[src/rtl/core/mfc_pkg.sv]
// shared types and constants for the minifloat converter
package mfc_pkg;
  localparam int unsigned ExpMin = 2;
  localparam int unsigned ExpMax = 10;
  localparam int unsigned ManMin = 1;
  localparam int unsigned ManMax = 52;
  localparam logic [3:0] ExpReset = 4'd8;
  localparam logic [5:0] ManReset = 6'd23;
  localparam logic CfgIdxExp = 1'b0;
  localparam logic CfgIdxMan = 1'b1;

  typedef struct packed {
    logic        mode;
    logic [63:0] operand;
  } req_t;

  typedef struct packed {
    logic [63:0] converted;
    logic        input_error;
  } rsp_t;

  typedef struct packed {
    logic [3:0] e;
    logic [5:0] m;
  } fmt_t;
endpackage

[src/rtl/core/minifloat_binary64_converter.sv]
// top level of the minifloat to binary64 converter
// the result strobe rises in the cycle after start is accepted
// throughput: one conversion per cycle, busy is always low
// the result register holds one transaction; the receiver cannot stall
// reset clears the strobe and sets the format registers to e 8, m 23
module minifloat_binary64_converter (
  input  logic          clk_i,
  input  logic          rst_ni,
  input  logic          start,
  output logic          busy,
  input  mfc_pkg::req_t req_i,
  output logic          done,
  output mfc_pkg::rsp_t rsp_o,
  input  logic          cfg_valid_i,
  output logic          cfg_ready_o,
  input  logic          cfg_index_i,
  input  logic [5:0]    cfg_data_i
);
  mfc_pkg::fmt_t fmt_q;
  mfc_pkg::rsp_t rsp_d, rsp_q;
  logic done_q;

  assign busy = 1'b0;
  assign cfg_ready_o = 1'b1;

  mfc_datapath u_dp (.req_i(req_i), .fmt_i(fmt_q), .rsp_o(rsp_d));

  always_ff @(posedge clk_i or negedge rst_ni) begin
    if (!rst_ni) begin
      fmt_q.e <= mfc_pkg::ExpReset;
      fmt_q.m <= mfc_pkg::ManReset;
      done_q  <= 1'b0;
    end else begin
      done_q <= start;
      if (cfg_valid_i) begin
        if (cfg_index_i == mfc_pkg::CfgIdxExp) fmt_q.e <= cfg_data_i[3:0];
        else fmt_q.m <= cfg_data_i;
      end
    end
  end

  always_ff @(posedge clk_i) begin
    if (start) rsp_q <= rsp_d;
  end

  assign done  = done_q;
  assign rsp_o = rsp_q;

`ifndef SYNTHESIS
  a_done: assert property (@(posedge clk_i) disable iff (!rst_ni) start |=> done)
    else $error("missing result strobe");
  a_nodone: assert property (@(posedge clk_i) disable iff (!rst_ni) !start |=> !done)
    else $error("spurious result strobe");
  a_err: assert property (@(posedge clk_i) disable iff (!rst_ni)
    done && rsp_o.input_error |-> rsp_o.converted == 64'd0)
    else $error("error result not zero");
`endif
endmodule

[src/rtl/core/mfc_lzc.sv]
// leading-one position of a 53-bit significand
module mfc_lzc (
  input  logic [52:0] sig_i,
  output logic [5:0]  pos_o
);
  always_comb begin
    pos_o = 6'd0;
    for (int i = 0; i < 53; i++) begin
      if (sig_i[i]) pos_o = 6'(i);
    end
  end
endmodule

[src/rtl/core/mfc_datapath.sv]
// combinational encode and decode between binary64 and the custom format
module mfc_datapath (
  input  mfc_pkg::req_t req_i,
  input  mfc_pkg::fmt_t fmt_i,
  output mfc_pkg::rsp_t rsp_o
);
  logic [3:0]  e;
  logic [5:0]  m;
  logic [63:0] x;
  logic [10:0] ef;
  logic [52:0] sig;
  logic [5:0]  t;
  logic signed [12:0] scale, p, lim;
  logic [63:0] mant, enc, dec, body, bias, expo, mmask, emmask;
  logic [5:0]  keep;
  logic [6:0]  em;

  always_comb begin
    e = (fmt_i.e < 4'(mfc_pkg::ExpMin)) ? 4'(mfc_pkg::ExpMin) :
        (fmt_i.e > 4'(mfc_pkg::ExpMax)) ? 4'(mfc_pkg::ExpMax) : fmt_i.e;
    m = (fmt_i.m < 6'(mfc_pkg::ManMin)) ? 6'(mfc_pkg::ManMin) :
        (fmt_i.m > 6'(mfc_pkg::ManMax)) ? 6'(mfc_pkg::ManMax) : fmt_i.m;
  end

  mfc_lzc u_lzc (.sig_i(sig), .pos_o(t));

  always_comb begin
    x      = req_i.operand;
    ef     = x[62:52];
    sig    = {(ef != 11'd0), x[51:0]};
    scale  = (ef == 11'd0) ? -13'sd1074 : $signed({2'b0, ef}) - 13'sd1075;
    p      = $signed({7'b0, t}) + scale;
    lim    = -$signed({7'b0, m}) - 13'sd1;
    em     = {3'b0, e} + {1'b0, m};
    mmask  = ~(64'hFFFF_FFFF_FFFF_FFFF << m);
    emmask = ~(64'hFFFF_FFFF_FFFF_FFFF << em);
    bias   = (64'd1 << (e - 4'd1)) - 64'd1;
    // bits below the leading one, left aligned to m bits
    mant   = ((m >= t) ? ({11'b0, sig} << (m - t)) : ({11'b0, sig} >> (t - m))) & mmask;
    // below unity only m+p+1 fraction bits survive (m+p+2 counting the hidden one)
    keep   = 6'(p + $signed({7'b0, m}));
    if (p < 0) mant = mant & ~(mmask >> (keep + 6'd1)) & mmask;
    expo   = (bias + 64'($signed(p))) & ~(64'hFFFF_FFFF_FFFF_FFFF << e);
    enc    = ({63'b0, x[63]} << em) | (expo << m) | mant;
    if (sig == 53'd0 || p < lim) enc = 64'd0;
    body   = x & emmask;
    dec    = {x[em[5:0]], 11'(13'($signed({1'b0, body >> m})) - 13'(bias) + 13'd1023),
              52'((body & mmask) << (6'd52 - m))};
    if (body == 64'd0) dec = 64'd0;
    rsp_o.input_error = !req_i.mode && (ef == 11'h7FF);
    rsp_o.converted   = req_i.mode ? dec : (rsp_o.input_error ? 64'd0 : enc);
  end
endmodule
[config.mk]
export PLATFORM = sky130hd
export DESIGN_NAME = minifloat_binary64_converter
export DESIGN_NICKNAME = d
export VERILOG_FILES = /design/src/rtl/core/mfc_pkg.sv /design/src/rtl/core/minifloat_binary64_converter.sv /design/src/rtl/core/mfc_lzc.sv /design/src/rtl/core/mfc_datapath.sv
export SDC_FILE = /design/constraint.sdc
export NUM_CORES = 2
export LEC_CHECK = 0
export ABC_AREA = 1
export ABC_CLOCK_PERIOD_IN_PS = 14500
export BUFFER_PORTS_ARGS = -buffer_cell sky130_fd_sc_hd__buf_2
export CELL_PAD_IN_SITES_DETAIL_PLACEMENT = 1
export CELL_PAD_IN_SITES_GLOBAL_PLACEMENT = 1
export CORE_MARGIN = 4
export CORE_UTILIZATION = 31
export CTS_CLUSTER_DIAMETER = 200
export DETAILED_ROUTE_END_ITERATION = 7
export PLACE_DENSITY_LB_ADDON = 0.1
export SLEW_MARGIN = 10
export SYNTH_ARGS = -nofsm -noshare
export SYNTH_HDL_FRONTEND = slang
export SYNTH_SLANG_ARGS = --single-unit
[constraint.sdc]
create_clock -name clk_i -period 14.5 [get_ports clk_i]
set_input_delay 1.45 -clock clk_i [delete_from_list [all_inputs] [get_ports clk_i]]
set_output_delay 1.45 -clock clk_i [all_outputs]
set_load 0.01 [all_outputs]
---- After elaboration in Yosys (flattened, before gate mapping) ----
Index checks and enable logic that the tools add are counted.
word-level totals
  register bits ........................... 76
  word-level logic and storage cells ...... 127
  output and inout port bits .............. 68
  input bits .............................. 76
operators by class
  shift-type cells ........................ 11
  order comparisons ....................... 8
  bitwise gates (word level) .............. 13
  equality and inequality tests ........... 1
  multiplexer cells ....................... 65
  $add $sub $neg .......................... 15
  reduce and logical (&&, ||, !) cells .... 9
operators with widths
  cell                   count
  $and 64x64->64         6
  $mux 64                6
  $mux 6                 53
  $not 64->64            4
  $or 64x64->64          2
  $add 64x64->64         1
  $logic_not 64->1       1
  $shl 1x4->64 const A   1
  $shl 1x7->64           1
  $shl 53x6->64          1
  $shl 64x4->64 const A  1
  $shl 64x6->52          1
  $shl 64x6->64          1
  $shl 64x6->64 const A  1
  $shl 64x7->64 const A  1
  $shr 53x6->64          1
  $shr 64x6->11          1
  $shr 64x6->64          1
  $sub 64x1->64 const B  1
  $logic_not 53->1       1
  $add 7x13->13          1
  $lt 13x1->1 const B    1
  $lt 13x13->1           1
  $mux 13                1
  other kinds (28)       32

---- Logic depth before layout (Yosys ltp) ----
  depth in word-level cells ............... 64
  gate-level depth with buffers ........... 86
  mapped depth without buffers ............ 86

---- By module ----
Synthesis repeated with hierarchy kept, for this count alone.
second synthesis, totals
  cell total of the unflattened synthesis .. 5422
  area total of the unflattened synthesis .. 27286.2 µm²
modules (own cells, without submodules)
  module                        sequential area each (µm²)  instances  cells an instance  area an instance (µm²)
  mfc_datapath                  0.0                         1          5130               24006.8
  minifloat_binary64_converter  2233.4                      1          115                2408.6
  mfc_lzc                       0.0                         1          177                870.8

---- Least setup slack after synthesis ----
No wires, ideal clock.
  path kind ............................... input-to-reg
  start point ............................. input port req_i[2] in the netlist's numbering
  end point ............................... register rsp_q, in the netlist rsp_o[45] (data pin)
  setup time .............................. 0.259 ns
  buffers on the path ..................... 0
  path slack .............................. 7.490 ns
  stages on the path ...................... 83
  required time ........................... 14.241 ns
  arrival time ............................ 6.750 ns
  cell sequence ........................... inv_1 nand2_1 nand2_1 nand2_1 nand2_1 nand2_1 nand2_1 nand2_1 nand2_1 nand2_1 nand2_1 nand2_1 nand2_1 nand2_1 nand2_1 nand2_1 nand2_1 nand2_1 (+47 left out) inv_1 nor2_1 nor2_1 o211ai_1 a211oi_1 o21ai_0 nor2_1 o21ai_1 nand2_1 nand2_1 inv_1 o21ai_1 nor2_1 a32o_1 a21oi_1 nor2_1 nand2_1 nand3_1
RTL lines
  element               RTL line                            text
  from (decl)           minifloat_binary64_converter.sv:11  input mfc_pkg::req_t req_i,
  to (signal assigned)  minifloat_binary64_converter.sv:43  if (start) rsp_q <= rsp_d;
  to (decl)             minifloat_binary64_converter.sv:20  mfc_pkg::rsp_t rsp_d, rsp_q;

==> reports/qor.txt <==
status = complete, no violations
dpl ws = 4.106 ns
most frequent cell after synthesis = nand2_1
pin count of the biggest net entering global routing = 78
Critical Path Start = fmt_q[3]
main flop type after synthesis = edfxtp_1
Setup Fix Bufs, Post-CTS = 0
IO Port Bufs = 141
row count = 104
EDFF count, synth = 65
crit path DAT = 10.96 ns
# resized after CTS = 0
antenna violations before repair = 3
Via density = 6.035
H-tree depth = 3
via count = 35230
Die X = 292.6 µm
I/O Pins = 144
Fill cells = 11280
Syn. warnings = 0
VDD IR-drop max = 0.09427 mV
max-cap viol count = 0
gr usage total = 0.4021
f_max = 92.08 MHz
Min-Delay Path Class = register to register
Total Die Area = 85630 µm²
Buffers & Inverters on Critical Path = 5
Hold Path Origin = fmt_q[0]
Worst Tran Pin Value = 1.252 ns
gr ovfl total = 0
Synth Register Bits = 76
Final Skew = 0.02604 ns
Max Slew Vio Count = 0
kind of critical path = register to register
hold buffer count at cts = 0
Core Area = 80420 µm²
Hold Vio Cnt, Final = 0
CP required = 14.60 ns
CP top delay family = compound AO/OA/AOI/OAI gates
die height = 292.6 µm
Worst path max stage delay = 1.06 ns
final count of negative-setup-slack endpoints = 0
Initial Util = 0.3123
vias in the first global route = 33790
Synth Cell Area = 25110 µm²
placed cells = 5821
startpoint types = register
Post-Route WL = 179100 µm
Skew-Pair Late Insertion Delay = 0.38 ns
accumulated negative setup slack = 0 ns
TritonCTS buffer count = 9
leakage = 12.10 nW
Slew headroom = 0.1619
CTS root buf = clkbuf_16
multi-input combinational cell area = 19850 µm²
drt drc = 0
area leader, netlist = nand2_1
crit share post-route = 0.7489
Post-DP HPWL = 146300 µm
DR pass1 iterations = 6
top cell type's share of synthesized area = 0.2021
FF+latch area = 2235 µm²
Avg WL per Cell = 30.67 µm
Crit path top cell by count = a21oi_1
layout cell share with drive strength beyond 1 = 0.06847
PD cells = 200.9 nW/µm²
synth top area cells = nand2_1 20%, o21ai_0 16%, nor2_1 9.5%
first-pass GRT wire length = 252200 µm
Reg clk slew, reported paths = 0.08 ns
total clock sinks = 76
RSZ-0062 raised after global routing = false
P&R area growth vs syn = 7.184%
global placement routability congestion = 1.090
CTS tree = done
post-route setup slack = 3.640 ns
post-synthesis sequential area ratio = 0.08893
Max stage delay cell, worst path = nor2_1
fin crit period = 10.86 ns
Syn Area/Cell = 5.145 µm²
CTS Buffer Depth = 2
hold_ws = 0.5117 ns
DR iter-0 viols = 4376
fin cells = 5838
Nets = 4918
worst-path maximum fanout = 53
cells after synthesis = 4881
fraction of registers with async set/reset = 0.1447
Critical R2R Launch = fmt_q[3]
CP endpoint kind = register
synth unique cells = 62
most instantiated cells after synthesis = 1352 x nand2_1, 814 x o21ai_0, 637 x nor2_1, 470 x inv_1, 271 x clkbuf_1
antenna-violating nets left = 0
==> sequential cells by signal (all words and copies together), names as in the netlist <==
| register | flops |
|---|---|
| done | 1 |
| fmt_q | 10 |
| rsp_o | 65 |
==> cells by family (layout without fill, tap and decap cells) <==
group | Yosys count | count (layout) | share of synthesized area
buffers and inverters | 842 | 735 | 0.1294
multiplexers | 106 | 106 | 0.04225
flip-flops | 76 | 76 | 0.08893
AO/OA/AOI/OAI | 1438 | 1438 | 0.3230
adder cells (fa/ha/maj) | 70 | 70 | 0.03667
XOR/XNOR | 33 | 33 | 0.01151
AND/OR/NAND/NOR | 2314 | 2314 | 0.3679
other | 2 | 6 | 0.0002990
==> power by group <==
part           leakage, nW  switching [W]  internal (W)  total [W]
Clock                0.139       0.000108      0.000133   0.000240
Sequential           0.786      0.0000197      0.000318   0.000338
Combinational         11.2        0.00362       0.00121    0.00483
Total                 12.1        0.00374       0.00166    0.00541
==> worst register-to-register path, delay by kind of cell (launching register included) <==
kind,cells,cell delay [ns]
AND/OR/NAND/NOR,12,3.05
flip-flops,1,0.57
XOR/XNOR,1,0.20
adder cells (fa/ha/maj),3,0.86
buffers and inverters,5,1.97
AO/OA/AOI/OAI,17,3.94
==> per-layer routing <==
metal / global-route usage / wire, µm / up-vias
met5: 0 / 21 / -
met4: 0.2025 / 11330 / 4
met2: 0.5987 / 74000 / 1794
li1: - / - / 16080
met3: 0.07794 / 15690 / 335
met1: 0.5524 / 78020 / 17020
==> worst paths after layout <==
path                             end  slack, ns  cells past startpoint
max reg2reg                rsp_o[63]       3.64                     38
max in group asynchronous   fmt_q[1]      13.21                      1
min reg2reg                 fmt_q[0]       0.51                      2
min                         fmt_q[0]       0.51                      2
max                        rsp_o[63]       3.64                     38
min in group asynchronous       done       0.96                      1
==> cell type report <==
type,instances,share of cell area
inverter,491,0.06861
multi-input combinational,3965,0.7374
clock inverter,6,0.002371
sequential,76,0.08302
antenna,2,0.0001859
clock buffer,9,0.008367
timing repair buffer,229,0.05076
tap,1060,0.04927
==> through the flow <==
stage	total power (W)	util	area (µm²)
2_1_floorplan	0.003187	-	25120
3_3_place_gp	0.004961	0.3311	26620
3_5_place_dp	0.004969	0.3311	26620
4_1_cts	0.005228	0.3347	26910
5_1_grt	0.005751	0.3347	26910
6_report	0.005407	0.3347	26920
==> placed cells by master, fill, tap and decap left out, drive strengths merged, types with 5 or more instances in the layout <==
| cell | Yosys | final |
|---|---|---|
| nor3 | 60 | 60 |
| mux2i | 106 | 106 |
| o21ai | 837 | 837 |
| a221oi | 13 | 13 |
| ha | 64 | 64 |
| o22ai | 64 | 64 |
| dfrtp | 6 | 6 |
| a21oi | 233 | 233 |
| a31oi | 54 | 54 |
| o311ai | 8 | 8 |
| a211oi | 22 | 22 |
| o21bai | 7 | 7 |
| nand3 | 175 | 175 |
| o21a | 6 | 6 |
| a22oi | 26 | 26 |
| xnor2 | 6 | 6 |
| fa | 6 | 6 |
| inv | 483 | 483 |
| a32o | 5 | 5 |
| clkbuf | 271 | 9 |
| edfxtp | 65 | 65 |
| nand2 | 1359 | 1359 |
| clkinv | 8 | 12 |
| nand3b | 7 | 7 |
| xor2 | 27 | 27 |
| o2111ai | 13 | 13 |
| buf | 80 | 229 |
| nor4 | 9 | 9 |
| nand4 | 32 | 32 |
| and2 | 5 | 5 |
| o211ai | 75 | 75 |
| o31ai | 17 | 17 |
| nor2 | 645 | 645 |
| or2 | 20 | 20 |
| o221ai | 34 | 34 |
| a22o | 6 | 6 |
| dfstp | 5 | 5 |
(Power assumes the default switching activity.)
